### src/rtl/tus_pkg.sv
// ----------------------------------------------------------------------------
// tus_pkg: shared types and constants of the triangle subdivider
// Holds the coordinate vector type, the controller states and the
// command/status bundles between controller and datapath.
// ----------------------------------------------------------------------------
package tus_pkg;

    // Q16.16 coordinate and configuration widths
    localparam int COORD_W = 32;
    localparam int LVL_W   = 4;
    localparam int VEC_W   = 3 * COORD_W;
    localparam int IN_W    = 3 * VEC_W;
    localparam int OUT_W   = 3 * VEC_W;

    // Reset value of the level register
    localparam logic [LVL_W-1:0] LEVEL_RESET = 4'd8;

    // Step divider: 33-bit magnitude padded to 36 bits, 4 bits per cycle
    localparam int DIV_BITS   = 4;
    localparam int DIV_STEPS  = 9;
    localparam int NUM_W      = DIV_BITS * DIV_STEPS;
    localparam int DIV_CNT_W  = 4;
    localparam int DIV_LANES  = 6;

    // One point: x in the lowest bits, then y, then z
    typedef logic [2:0][COORD_W-1:0] t_vec;

    // Controller states
    typedef enum logic [2:0] {
        ST_IDLE,
        ST_DIV,
        ST_FIN,
        ST_SUM,
        ST_EMIT
    } t_state;

    // Controller to datapath
    typedef struct packed {
        logic load;         // latch level, corner A and differences, start division
        logic div_step;     // one divider step on all lanes
        logic finish;       // form signed steps, reset walk to corner A
        logic sum;          // form s1 + s2
        logic emit;         // load output register
        logic emit_second;  // second subtriangle of the cell
        logic emit_last;    // last subtriangle of the triangle
        logic next_col;     // advance point by s2
        logic next_row;     // advance row by s1, restart point
    } t_dp_cmd;

    // Datapath to controller
    typedef struct packed {
        logic [LVL_W-1:0] lvl;       // level latched for this triangle
        logic             out_free;  // output register can take a request
    } t_dp_stat;

endpackage

### src/rtl/tus_ctrl.sv
// ----------------------------------------------------------------------------
// tus_ctrl: sequencer of the triangle subdivider
// Walks division, setup and the row/column emission order of the
// subtriangles, and drives the datapath through command bundles.
// ----------------------------------------------------------------------------
module tus_ctrl #(
    parameter int MAX_LEVEL = 8
) (
    input  logic              i_clk,
    input  logic              i_rst_n,
    input  logic              i_s_tvalid,
    output logic              o_s_tready,
    input  tus_pkg::t_dp_stat i_stat,
    output tus_pkg::t_dp_cmd  o_cmd
);
    import tus_pkg::*;

    localparam int CNT_W = (MAX_LEVEL > 1) ? $clog2(MAX_LEVEL) : 1;

    t_state               r_state, n_state;
    logic [CNT_W-1:0]     r_i, n_i;
    logic [CNT_W-1:0]     r_j, n_j;
    logic                 r_phase, n_phase;
    logic [DIV_CNT_W-1:0] r_div_cnt, n_div_cnt;

    logic row_end;
    logic tri_last;

    // State and counters
    always_ff @(posedge i_clk) begin
        if (!i_rst_n) begin
            r_state   <= ST_IDLE;
            r_i       <= '0;
            r_j       <= '0;
            r_phase   <= 1'b0;
            r_div_cnt <= '0;
        end else begin
            r_state   <= n_state;
            r_i       <= n_i;
            r_j       <= n_j;
            r_phase   <= n_phase;
            r_div_cnt <= n_div_cnt;
        end
    end

    assign row_end  = (r_j == r_i);
    assign tri_last = (LVL_W'(r_i) == (i_stat.lvl - LVL_W'(1))) && row_end && !r_phase;

    // Next state and commands
    always_comb begin
        n_state    = r_state;
        n_i        = r_i;
        n_j        = r_j;
        n_phase    = r_phase;
        n_div_cnt  = r_div_cnt;
        o_cmd      = '0;
        o_s_tready = 1'b0;
        unique case (r_state)
            ST_IDLE: begin
                // Take no request while reset is held
                o_s_tready = i_rst_n;
                if (i_s_tvalid && i_rst_n) begin
                    o_cmd.load = 1'b1;
                    n_div_cnt  = '0;
                    n_state    = ST_DIV;
                end
            end
            ST_DIV: begin
                o_cmd.div_step = 1'b1;
                n_div_cnt      = r_div_cnt + DIV_CNT_W'(1);
                if (r_div_cnt == DIV_CNT_W'(DIV_STEPS - 1)) begin
                    n_state = ST_FIN;
                end
            end
            ST_FIN: begin
                o_cmd.finish = 1'b1;
                n_state      = ST_SUM;
            end
            ST_SUM: begin
                o_cmd.sum = 1'b1;
                n_i       = '0;
                n_j       = '0;
                n_phase   = 1'b0;
                n_state   = ST_EMIT;
            end
            ST_EMIT: begin
                // Emit one subtriangle whenever the output register frees up
                if (i_stat.out_free) begin
                    o_cmd.emit        = 1'b1;
                    o_cmd.emit_second = r_phase;
                    if (r_phase) begin
                        n_phase        = 1'b0;
                        n_j            = r_j + CNT_W'(1);
                        o_cmd.next_col = 1'b1;
                    end else if (!row_end) begin
                        n_phase = 1'b1;
                    end else if (tri_last) begin
                        o_cmd.emit_last = 1'b1;
                        n_state         = ST_IDLE;
                    end else begin
                        n_i            = r_i + CNT_W'(1);
                        n_j            = '0;
                        o_cmd.next_row = 1'b1;
                    end
                end
            end
            default: begin
                n_state = ST_IDLE;
            end
        endcase
    end

`ifndef SYNTHESIS
    // Column never passes the row inside a walk
    a_col_in_row: assert property (@(posedge i_clk) disable iff (!i_rst_n)
        (r_state == ST_EMIT) |-> (r_j <= r_i))
        else $error("column index beyond row index");

    // Second subtriangle only in cells left of the diagonal
    a_second_off_diag: assert property (@(posedge i_clk) disable iff (!i_rst_n)
        (r_state == ST_EMIT && r_phase) |-> (r_j < r_i))
        else $error("second subtriangle on the diagonal");

    // Row stays below the latched level
    a_row_in_level: assert property (@(posedge i_clk) disable iff (!i_rst_n)
        (r_state == ST_EMIT) |-> (LVL_W'(r_i) < i_stat.lvl))
        else $error("row index beyond level");

    // The last subtriangle ends the walk
    a_last_ends: assert property (@(posedge i_clk) disable iff (!i_rst_n)
        (o_cmd.emit && o_cmd.emit_last) |=> (r_state == ST_IDLE))
        else $error("walk continued after last subtriangle");
`endif

endmodule

### src/rtl/tus_dp.sv
// ----------------------------------------------------------------------------
// tus_dp: datapath of the triangle subdivider
// Holds the level register, six step divider lanes, the walk registers
// and the output register of the result channel.
// ----------------------------------------------------------------------------
module tus_dp #(
    parameter int MAX_LEVEL = 8
) (
    input  logic                       i_clk,
    input  logic                       i_rst_n,
    input  logic                       i_cfg_wr_en,
    input  logic [tus_pkg::LVL_W-1:0]  i_cfg_wr_data,
    input  logic [tus_pkg::IN_W-1:0]   i_s_tdata,
    input  tus_pkg::t_dp_cmd           i_cmd,
    output tus_pkg::t_dp_stat          o_stat,
    output logic                       o_m_tvalid,
    input  logic                       i_m_tready,
    output logic [tus_pkg::OUT_W-1:0]  o_m_tdata,
    output logic                       o_m_tlast
);
    import tus_pkg::*;

    logic [LVL_W-1:0]   r_level;
    logic [LVL_W-1:0]   r_lvl;
    logic [LVL_W-1:0]   lvl_eff;
    t_vec               r_a;
    logic [DIV_LANES-1:0] r_neg, n_neg;
    logic [NUM_W-1:0]   r_num [DIV_LANES];
    logic [NUM_W-1:0]   n_num [DIV_LANES];
    logic [LVL_W-1:0]   r_rem [DIV_LANES];
    logic [LVL_W-1:0]   n_rem [DIV_LANES];
    logic [COORD_W-1:0] r_quo [DIV_LANES];
    logic [COORD_W-1:0] n_quo [DIV_LANES];
    logic [NUM_W-1:0]   ld_num [DIV_LANES];
    t_vec               r_s1, r_s2, r_s12;
    t_vec               r_row, r_pt;
    t_vec               in_a, in_b, in_c;
    t_vec               n_s1, n_s2;
    t_vec               v0, v1, v2;
    logic [OUT_W-1:0]   r_out_data;
    logic               r_out_last;
    logic               r_out_valid;

    assign in_a = i_s_tdata[VEC_W-1:0];
    assign in_b = i_s_tdata[2*VEC_W-1:VEC_W];
    assign in_c = i_s_tdata[3*VEC_W-1:2*VEC_W];

    // Clamp level into 1..MAX_LEVEL
    always_comb begin
        if (r_level == '0) begin
            lvl_eff = LVL_W'(1);
        end else if (r_level > LVL_W'(MAX_LEVEL)) begin
            lvl_eff = LVL_W'(MAX_LEVEL);
        end else begin
            lvl_eff = r_level;
        end
    end

    // Level register
    always_ff @(posedge i_clk) begin
        if (!i_rst_n) begin
            r_level <= LEVEL_RESET;
        end else if (i_cfg_wr_en) begin
            r_level <= i_cfg_wr_data;
        end
    end

    // Differences and their magnitudes: lanes 0..2 are C-A, lanes 3..5 are B-C
    always_comb begin
        logic signed [COORD_W:0] d;
        logic [COORD_W:0]        mag;
        for (int k = 0; k < 3; k++) begin
            d = {in_c[k][COORD_W-1], in_c[k]} - {in_a[k][COORD_W-1], in_a[k]};
            n_neg[k]      = d[COORD_W];
            mag           = d[COORD_W] ? (~d + (COORD_W+1)'(1)) : d;
            ld_num[k]     = NUM_W'(mag);
            d = {in_b[k][COORD_W-1], in_b[k]} - {in_c[k][COORD_W-1], in_c[k]};
            n_neg[k + 3]  = d[COORD_W];
            mag           = d[COORD_W] ? (~d + (COORD_W+1)'(1)) : d;
            ld_num[k + 3] = NUM_W'(mag);
        end
    end

    // Four restoring division steps per lane per cycle
    always_comb begin
        logic [NUM_W-1:0]   num;
        logic [LVL_W-1:0]   rem;
        logic [COORD_W-1:0] quo;
        for (int l = 0; l < DIV_LANES; l++) begin
            num = r_num[l];
            rem = r_rem[l];
            quo = r_quo[l];
            for (int b = 0; b < DIV_BITS; b++) begin
                rem = {rem[LVL_W-2:0], num[NUM_W-1]};
                num = {num[NUM_W-2:0], 1'b0};
                quo = {quo[COORD_W-2:0], 1'b0};
                if (rem >= r_lvl) begin
                    rem    = rem - r_lvl;
                    quo[0] = 1'b1;
                end
            end
            n_num[l] = num;
            n_rem[l] = rem;
            n_quo[l] = quo;
        end
    end

    // Apply sign to quotients, wrapped to 32 bits
    always_comb begin
        for (int k = 0; k < 3; k++) begin
            n_s1[k] = r_neg[k]     ? (~r_quo[k]     + COORD_W'(1)) : r_quo[k];
            n_s2[k] = r_neg[k + 3] ? (~r_quo[k + 3] + COORD_W'(1)) : r_quo[k + 3];
        end
    end

    // Divider lanes
    always_ff @(posedge i_clk) begin
        if (i_cmd.load) begin
            r_lvl <= lvl_eff;
            r_a   <= in_a;
            r_neg <= n_neg;
            for (int l = 0; l < DIV_LANES; l++) begin
                r_num[l] <= ld_num[l];
                r_rem[l] <= '0;
                r_quo[l] <= '0;
            end
        end else if (i_cmd.div_step) begin
            for (int l = 0; l < DIV_LANES; l++) begin
                r_num[l] <= n_num[l];
                r_rem[l] <= n_rem[l];
                r_quo[l] <= n_quo[l];
            end
        end
    end

    // Steps and walk position
    always_ff @(posedge i_clk) begin
        if (i_cmd.finish) begin
            r_s1  <= n_s1;
            r_s2  <= n_s2;
            r_row <= r_a;
            r_pt  <= r_a;
        end else if (i_cmd.next_row) begin
            for (int k = 0; k < 3; k++) begin
                r_row[k] <= r_row[k] + r_s1[k];
                r_pt[k]  <= r_row[k] + r_s1[k];
            end
        end else if (i_cmd.next_col) begin
            for (int k = 0; k < 3; k++) begin
                r_pt[k] <= r_pt[k] + r_s2[k];
            end
        end
        if (i_cmd.sum) begin
            for (int k = 0; k < 3; k++) begin
                r_s12[k] <= r_s1[k] + r_s2[k];
            end
        end
    end

    // Subtriangle vertices from the current point
    always_comb begin
        for (int k = 0; k < 3; k++) begin
            v0[k] = r_pt[k];
            v1[k] = r_pt[k] + (i_cmd.emit_second ? r_s2[k] : r_s12[k]);
            v2[k] = r_pt[k] + (i_cmd.emit_second ? r_s12[k] : r_s1[k]);
        end
    end

    // Output register
    always_ff @(posedge i_clk) begin
        if (!i_rst_n) begin
            r_out_valid <= 1'b0;
        end else if (i_cmd.emit) begin
            r_out_valid <= 1'b1;
        end else if (i_m_tready) begin
            r_out_valid <= 1'b0;
        end
    end

    always_ff @(posedge i_clk) begin
        if (i_cmd.emit) begin
            r_out_data <= {v2, v1, v0};
            r_out_last <= i_cmd.emit_last;
        end
    end

    assign o_stat.lvl      = r_lvl;
    assign o_stat.out_free = !r_out_valid || i_m_tready;
    assign o_m_tvalid      = r_out_valid;
    assign o_m_tdata       = r_out_data;
    assign o_m_tlast       = r_out_last;

endmodule

### src/rtl/triangle_uniform_subdivider_core.sv
// ----------------------------------------------------------------------------
// triangle_uniform_subdivider_core: uniform triangle subdivision
// Splits a Q16.16 triangle into level*level subtriangles, one per cycle while the receiver is ready.
// ----------------------------------------------------------------------------
// Usage:
//   Slave stream takes one triangle (corners A, B, C) per request. The master
//   stream returns level*level subtriangles in row order; tlast marks the
//   last one of each triangle. i_cfg_wr_en/i_cfg_wr_data write the level
//   (0 acts as 1, values above MAX_LEVEL saturate); write it while idle.
//   The level is sampled when a triangle is accepted.
// Sequence:
//   After acceptance, six divider lanes form the steps (C-A)/level and
//   (B-C)/level at four quotient bits per cycle; then the setup states
//   ST_FIN and ST_SUM form the signed steps and their sum. Subtriangles
//   follow one per cycle while the receiver is ready, and no new triangle is
//   taken before the last one is emitted. The next triangle is accepted
//   while the last subtriangle still waits in the output register.
// Reset and stall:
//   Reset (synchronous, active low) sets level to 8 and empties the output
//   register. A stalled receiver holds the output register and the walk.
// ----------------------------------------------------------------------------
module triangle_uniform_subdivider_core #(
    parameter int MAX_LEVEL = 8
) (
    input  logic                      i_clk,
    input  logic                      i_rst_n,
    // Configuration: subdivision_level
    input  logic                      i_cfg_wr_en,
    input  logic [tus_pkg::LVL_W-1:0] i_cfg_wr_data,
    // Triangle in
    input  logic                      s_axis_tvalid,
    output logic                      s_axis_tready,
    // corner_a_x, corner_a_y, corner_a_z, corner_b_x, corner_b_y, corner_b_z,
    // corner_c_x, corner_c_y, corner_c_z (32 bits each, lowest first)
    input  logic [tus_pkg::IN_W-1:0]  s_axis_tdata,
    // Subtriangles out
    output logic                      m_axis_tvalid,
    input  logic                      m_axis_tready,
    // vert0_x, vert0_y, vert0_z, vert1_x, vert1_y, vert1_z,
    // vert2_x, vert2_y, vert2_z (32 bits each, lowest first)
    output logic [tus_pkg::OUT_W-1:0] m_axis_tdata,
    // final_piece
    output logic                      m_axis_tlast
);
    import tus_pkg::*;

    t_dp_cmd  cmd;
    t_dp_stat stat;

    // Sequencer
    tus_ctrl #(
        .MAX_LEVEL (MAX_LEVEL)
    ) u_ctrl (
        .i_clk      (i_clk),
        .i_rst_n    (i_rst_n),
        .i_s_tvalid (s_axis_tvalid),
        .o_s_tready (s_axis_tready),
        .i_stat     (stat),
        .o_cmd      (cmd)
    );

    // Datapath
    tus_dp #(
        .MAX_LEVEL (MAX_LEVEL)
    ) u_dp (
        .i_clk         (i_clk),
        .i_rst_n       (i_rst_n),
        .i_cfg_wr_en   (i_cfg_wr_en),
        .i_cfg_wr_data (i_cfg_wr_data),
        .i_s_tdata     (s_axis_tdata),
        .i_cmd         (cmd),
        .o_stat        (stat),
        .o_m_tvalid    (m_axis_tvalid),
        .i_m_tready    (m_axis_tready),
        .o_m_tdata     (m_axis_tdata),
        .o_m_tlast     (m_axis_tlast)
    );

endmodule

### config.mk
export PLATFORM = sky130hd
export DESIGN_NAME = triangle_uniform_subdivider_core
export DESIGN_NICKNAME = d
export VERILOG_FILES = /design/src/rtl/tus_pkg.sv /design/src/rtl/tus_ctrl.sv /design/src/rtl/tus_dp.sv /design/src/rtl/triangle_uniform_subdivider_core.sv
export SDC_FILE = /design/constraint.sdc
export NUM_CORES = 2
export LEC_CHECK = 0
export BUFFER_PORTS_ARGS = -buffer_cell sky130_fd_sc_hd__buf_2
export CAP_MARGIN = 10
export CORE_ASPECT_RATIO = 1.1
export CORE_MARGIN = 4
export CORE_UTILIZATION = 42
export CTS_BUF_LIST = sky130_fd_sc_hd__clkbuf_4
export CTS_CLUSTER_SIZE = 25
export DETAILED_ROUTE_END_ITERATION = 10
export PLACE_DENSITY = 0.57
export SLEW_MARGIN = 20
export SYNTH_ARGS = -nofsm -noshare
export SYNTH_HDL_FRONTEND = slang
export SYNTH_SLANG_ARGS = --single-unit
export TNS_END_PERCENT = 1
### constraint.sdc
create_clock -name i_clk -period 26.5 [get_ports i_clk]
set_clock_uncertainty 0.1 [all_clocks]
set_input_delay 5.3 -clock i_clk [delete_from_list [all_inputs] [get_ports i_clk]]
set_output_delay 5.3 -clock i_clk [all_outputs]
set_load 0.02 [all_outputs]
Yosys cells after proc, flatten, opt, wreduce, memory -nomap -nowiden
Memory sizes are Yosys's and may differ from the RTL's.
Index checks and enable logic that the tools add are counted.
{"block": "word_totals", "out_inout_bits": 291, "register_bits": 894, "memories": 3, "word_cells": 323, "input_bits": 297, "mem_bits_rw": 432}
{"name": "u_dp.r_num", "depth": 6, "word_bits": 36, "read_ports": 6, "rd_clocked_by_memory_dff": 0, "wr": 6, "line": "tus_dp.sv:28", "rtl": "logic [NUM_W-1:0] r_num [DIV_LANES];"}
{"name": "u_dp.r_quo", "depth": 6, "word_bits": 32, "read_ports": 6, "rd_clocked_by_memory_dff": 0, "wr": 6, "line": "tus_dp.sv:32", "rtl": "logic [COORD_W-1:0] r_quo [DIV_LANES];"}
{"name": "u_dp.r_rem", "depth": 6, "word_bits": 4, "read_ports": 6, "rd_clocked_by_memory_dff": 0, "wr": 6, "line": "tus_dp.sv:30", "rtl": "logic [LVL_W-1:0] r_rem [DIV_LANES];"}
{"block": "classes", "mux": 135, "n_lt_le_gt_ge": 25, "n_addsub": 61, "n_bitwise": 33, "n_reduce_logical": 20, "n_eq_ne": 16}
{"op": "$mux 32", "count": 18}
{"op": "$add 32x32->32", "count": 15}
{"op": "$mux 96", "count": 5}
{"op": "$mux 36", "count": 6}
{"op": "$add 33x2->33 const B", "count": 6}
{"op": "$mux 33", "count": 6}
{"op": "$not 33->33", "count": 6}
{"op": "$sub 32x32->33", "count": 6}
{"op": "$add 32x1->32 const B", "count": 6}
{"op": "$not 32->32", "count": 6}
{"op": "$ge 4x4->1", "count": 24}
{"op": "$mux 3", "count": 32}
{"op": "$mux 4", "count": 14}
{"op": "$sub 3x3->3", "count": 18}
{"op": "$mux 1", "count": 47}
{"op": "$sub 4x4->4", "count": 6}
{"op": "$or 1x1->1", "count": 18}
{"op": "$pmux 3 s5", "count": 1}
{"op": "$pmux 3 s2", "count": 2}
{"op": "$mux 5", "count": 2}
{"op": "$ne 2x1->1 const B", "count": 4}
{"op": "$pmux 4 s2", "count": 1}
{"op": "$reduce_bool 2->1", "count": 4}
{"op": "$add 3x1->3 const B", "count": 2}
{"op": "26 further kinds", "count": 35}

Depth between registers and ports, before layout
{"block": "logic_depth", "depth_word": 12, "ltp_mapped": 32}

Cells and area by module
From an unflattened synthesis, not the netlist that was laid out.
{"block": "unflattened", "cells_unflattened": 9030, "area_unflattened_um2": 91536.5}
{"module": "tus_dp", "cells_each": 8905, "n_inst": 1, "area_per_inst_um2": 90575.6, "seq_area_each_um2": 38967.4}
{"module": "tus_ctrl", "cells_each": 125, "n_inst": 1, "area_per_inst_um2": 960.9, "seq_area_each_um2": 280.3}

Worst setup path before layout
OpenSTA, ideal clock, no wires.
{"block": "synth_path", "kind": "input-to-reg", "from": "input port m_axis_tready", "to": "register u_dp.r_out_data[286] (netlist: u_dp.o_m_tdata[286]), data pin", "slack_ns": 6.538, "n_path_buf": 3, "stages": 21, "setup_ns": 0.262, "t_arrival_ns": 19.600, "cell_sequence": "nand2b_1 -> and3_1 -> clkbuf_1 -> nand2_1 -> clkbuf_1 -> clkbuf_1 -> mux2_2 -> ha_1 -> fa_1 -> a21o_1 -> a21oi_1 -> o211a_1 -> o32ai_1 -> a221o_1 -> and3_1 -> o211a_1 -> o21a_1 -> o21a_1 -> o41a_1 -> a211oi_1 -> xnor2_1"}
{"element": "from (decl)", "line": "triangle_uniform_subdivider_core.sv:38", "rtl": "input logic m_axis_tready,"}
{"element": "to (signal assigned)", "line": "tus_dp.sv:182", "rtl": "r_out_data <= {v2, v1, v0};"}
{"element": "to (decl)", "line": "tus_dp.sv:40", "rtl": "logic [OUT_W-1:0] r_out_data;"}

Worst setup path after layout
{"block": "layout_path", "from": "input port i_rst_n", "to": "output port s_axis_tready"}
{"block": "layout_between", "elab_chain_len": 1}
{"element": "from (decl)", "line": "triangle_uniform_subdivider_core.sv:26", "rtl": "input logic i_rst_n,"}
{"element": "$mux 1", "line": "tus_ctrl.sv:58", "rtl": "unique case (r_state)"}
{"element": "to (decl)", "line": "triangle_uniform_subdivider_core.sv:32", "rtl": "output logic s_axis_tready,"}
No other way between the ends.

==> results.yml <==
status:
  status: "finished, final reports clean"
global_routing:
  grt_pass1_vias: 68913
  grt_pass1_wl_mm: 402.1
  grt_max_degree: 189
  grt.overflow.total: 0
  antenna_found_initial: 34
  grtUsageTotal: 0.2306
sta:
  drv_slew: 0
  hold_violations: 0
  whs_ns: 0.3571
  tightest_slew_ns: 1.074
  rsz0062_at_grt: "false"
  setup_tns_ns: 0
  finalCritPeriodShare: 0.4458
  fmax_mhz: 84.64
  setup_viol: 0
  final.min_clock_period_ns: 11.81
  timing.slew.headroom: 0.2838
cts:
  root_buffer: "clkbuf_4"
  cts_tree: "done"
  numCtsBuffers: 379
  cts_hold_buf: 0
  cts_setup_buffers: 0
  clk_pin_slew_ns: 0.06
  clk_latency_ns: 1.37
  htreeDepth: 5
  cts_resized: 0
  cts_buffer_depth: 4
  cts_sinks: 1320
logic_synthesis:
  syn_area_per_cell_um2: 10.15
  syn_inst: 8932
  synth-simple-area-share: 0.1335
  synth_flop_cell: "edfxtp_1"
  synthAdderAreaFrac: 0.1162
  syn-num-nets: 10044
  ys_warn_count: 0
  synth-xor-area-share: 0.09013
  synthMuxAreaShare: 0.03072
  synth_compound_area_frac: 0.1672
  syn_area_um2: 90670
  yosysUniqueCellTypes: 93
  synth_edf_count: 1281
  async_flop_share: 0
  synth_seq_cells: 1320
  seq_area_frac_synth: 0.4329
  synth_top_family_by_area: "compound AO/OA/AOI/OAI gates"
worst_hold_path:
  hp-class: "register to register"
power_and_ir_drop:
  cellLeakagePower_nw: 41.10
  powerDensity_nw_per_um2: 76.37
  ir_drop_v: 0.00004578
routing:
  ant_nets: 0
  drc: 0
  viasPerCell: 5.561
  first_pass_iters: 6
  drt_wl_total_mm: 267.6
  drt_iter0_markers: 5239
  wire_per_inst_um: 20.77
  vias: 71672
floorplan:
  rows: 178
  die_width_um: 451.0
  ios: 588
  core-area_um2: 214300
  die_area_um2: 223400
  initial_core_util: 0.4232
  die_y_um: 495.3
critical_path:
  cp_num_buf_inv: 2
  cpLargestDelayFamily: "simple AND/OR/NAND/NOR gates"
  critical_path_class: "primary input to output pin"
  arrival_ns: 6.41
  cp_slowest_stage_delay_ns: 0.56
  worstPathCellList: "buf_2 -> nor4b_1 -> buf_2"
  crit_top_cell: "buf_2"
  required_ns: 21.10
  crit_fanout: 17
  cp_slowest_cell: "nor4b_1"
  end_kind: "output pin"
  start_kind: "primary input"
layout:
  fin_cells: 12888
  drive_gt1_frac: 0.1486
  final_cell_mix: "edfxtp_1 (1281), nand2_1 (810), ha_1 (770), a21oi_1 (636), xnor2_1 (634)"
  layout_commonest_cell: "edfxtp_1"
  syn2layout_area_growth_pct: 11.92
  nFillCells: 20338
  fin_nets: 10837
  fin_area_um2: 101500
flow_run:
  cap_violations: 0
placed_design:
  hpwl_mm: 206.6
  gp_congestion: 0.8838
  io_buffers: 587
  placed_area_um2: 96860
  placed_cells_incl_taps: 12223
registers in the layout, summed over array words and instances (netlist names), 4 cells and up:
name and cells:
u_dp.r_s2 96, u_dp.r_num 216, u_dp.r_rem 18, u_dp.r_row 96, u_dp.r_s12 96, u_dp.r_neg 6, u_dp.r_pt 96, u_dp.r_level 4
u_dp.r_s1 96, u_dp.r_lvl 4, u_ctrl.r_div_cnt 4, u_dp.r_a 96, u_dp.o_m_tdata 288, u_dp.r_quo 192
layer usage:
layer	global-route usage	vias up	routed length (um)
met2	0.3487	2237	115400
li1	-	34772	-
met5	0	-	33
met4	0.06841	6	6139
met1	0.3389	34285	129300
met3	0.03784	372	16770
logic make-up after synthesis:
logic type	Yosys count
AOI/OAI and AO/OA	2396
and+or+nand+nor	2507
DFF	1320
muxes	252
adders and majority gates	815
xor gates and xnor gates	933
buffers and inverters	709
final cells by class:
class / instances / area, um^2 / area share
inverters: 484 / 1842 / 0.01815
diodes: 21 / 52.55 / 0.0005178
flip-flops and latches: 1320 / 39250 / 0.3868
multi-input cells: 6903 / 48830 / 0.4812
clock inverters: 125 / 653.1 / 0.006436
repair buffers: 637 / 3362 / 0.03313
well taps: 2880 / 3603 / 0.03551
clock buffers: 518 / 3889 / 0.03832
cells in the mapped netlist, drive strengths merged, types with 196 or more instances:
master | number | share of area
and2 | 218 | 0.015
clkbuf | 196 | 0.0081
a21oi | 636 | 0.035
o21ai | 630 | 0.035
inv | 484 | 0.020
mux2 | 210 | 0.026
xnor2 | 634 | 0.061
ha | 770 | 0.11
nor2 | 566 | 0.024
xor2 | 299 | 0.029
a21o | 291 | 0.024
edfxtp | 1281 | 0.42
nand2 | 814 | 0.034
through the flow:
stage	total power, mW	util	worst slack [ns]
floorplan	5.209	-	6.538
global placement	5.842	0.4521	14.62
detailed placement	5.906	0.4521	14.49
CTS	7.817	0.4733	14.68
global route	8.305	0.4736	14.58
finish	7.750	0.4736	14.69
report_power, final:
part	total [mW]	switching [mW]	internal, mW
clock	1.86	0.901	0.958
sequential	3.04	0.247	2.79
combinational	2.85	1.68	1.17
worst paths after layout:
kind / startpoint / to / slack [ns] / cells past startpoint
setup / recovery: i_rst_n / s_axis_tready / 14.69 / 3
hold / removal: u_dp.r_num[0][145]$_SDFFE_PP0P_ / u_dp.r_num[0][145]$_SDFFE_PP0P_ / 0.36 / 2
setup reg to reg: u_dp.r_lvl[1]$_SDFFCE_PP0P_ / u_dp.r_rem[0][9]$_SDFFCE_PN0P_ / 18.78 / 29
hold reg to reg: u_dp.r_num[0][145]$_SDFFE_PP0P_ / u_dp.r_num[0][145]$_SDFFE_PP0P_ / 0.36 / 2
worst reg2reg max path: cells and delay by family (launching register included):
| kind | cells | cell delay (ns) |
|---|---|---|
| AO/OA/AOI/OAI | 11 | 2.99 |
| adder cells (fa/ha/maj) | 4 | 1.55 |
| buffers and inverters | 5 | 1.14 |
| flip-flops | 1 | 0.32 |
| multiplexers | 3 | 0.92 |
| AND/OR/NAND/NOR | 6 | 0.36 |
Power figures use the tool's default switching activity.
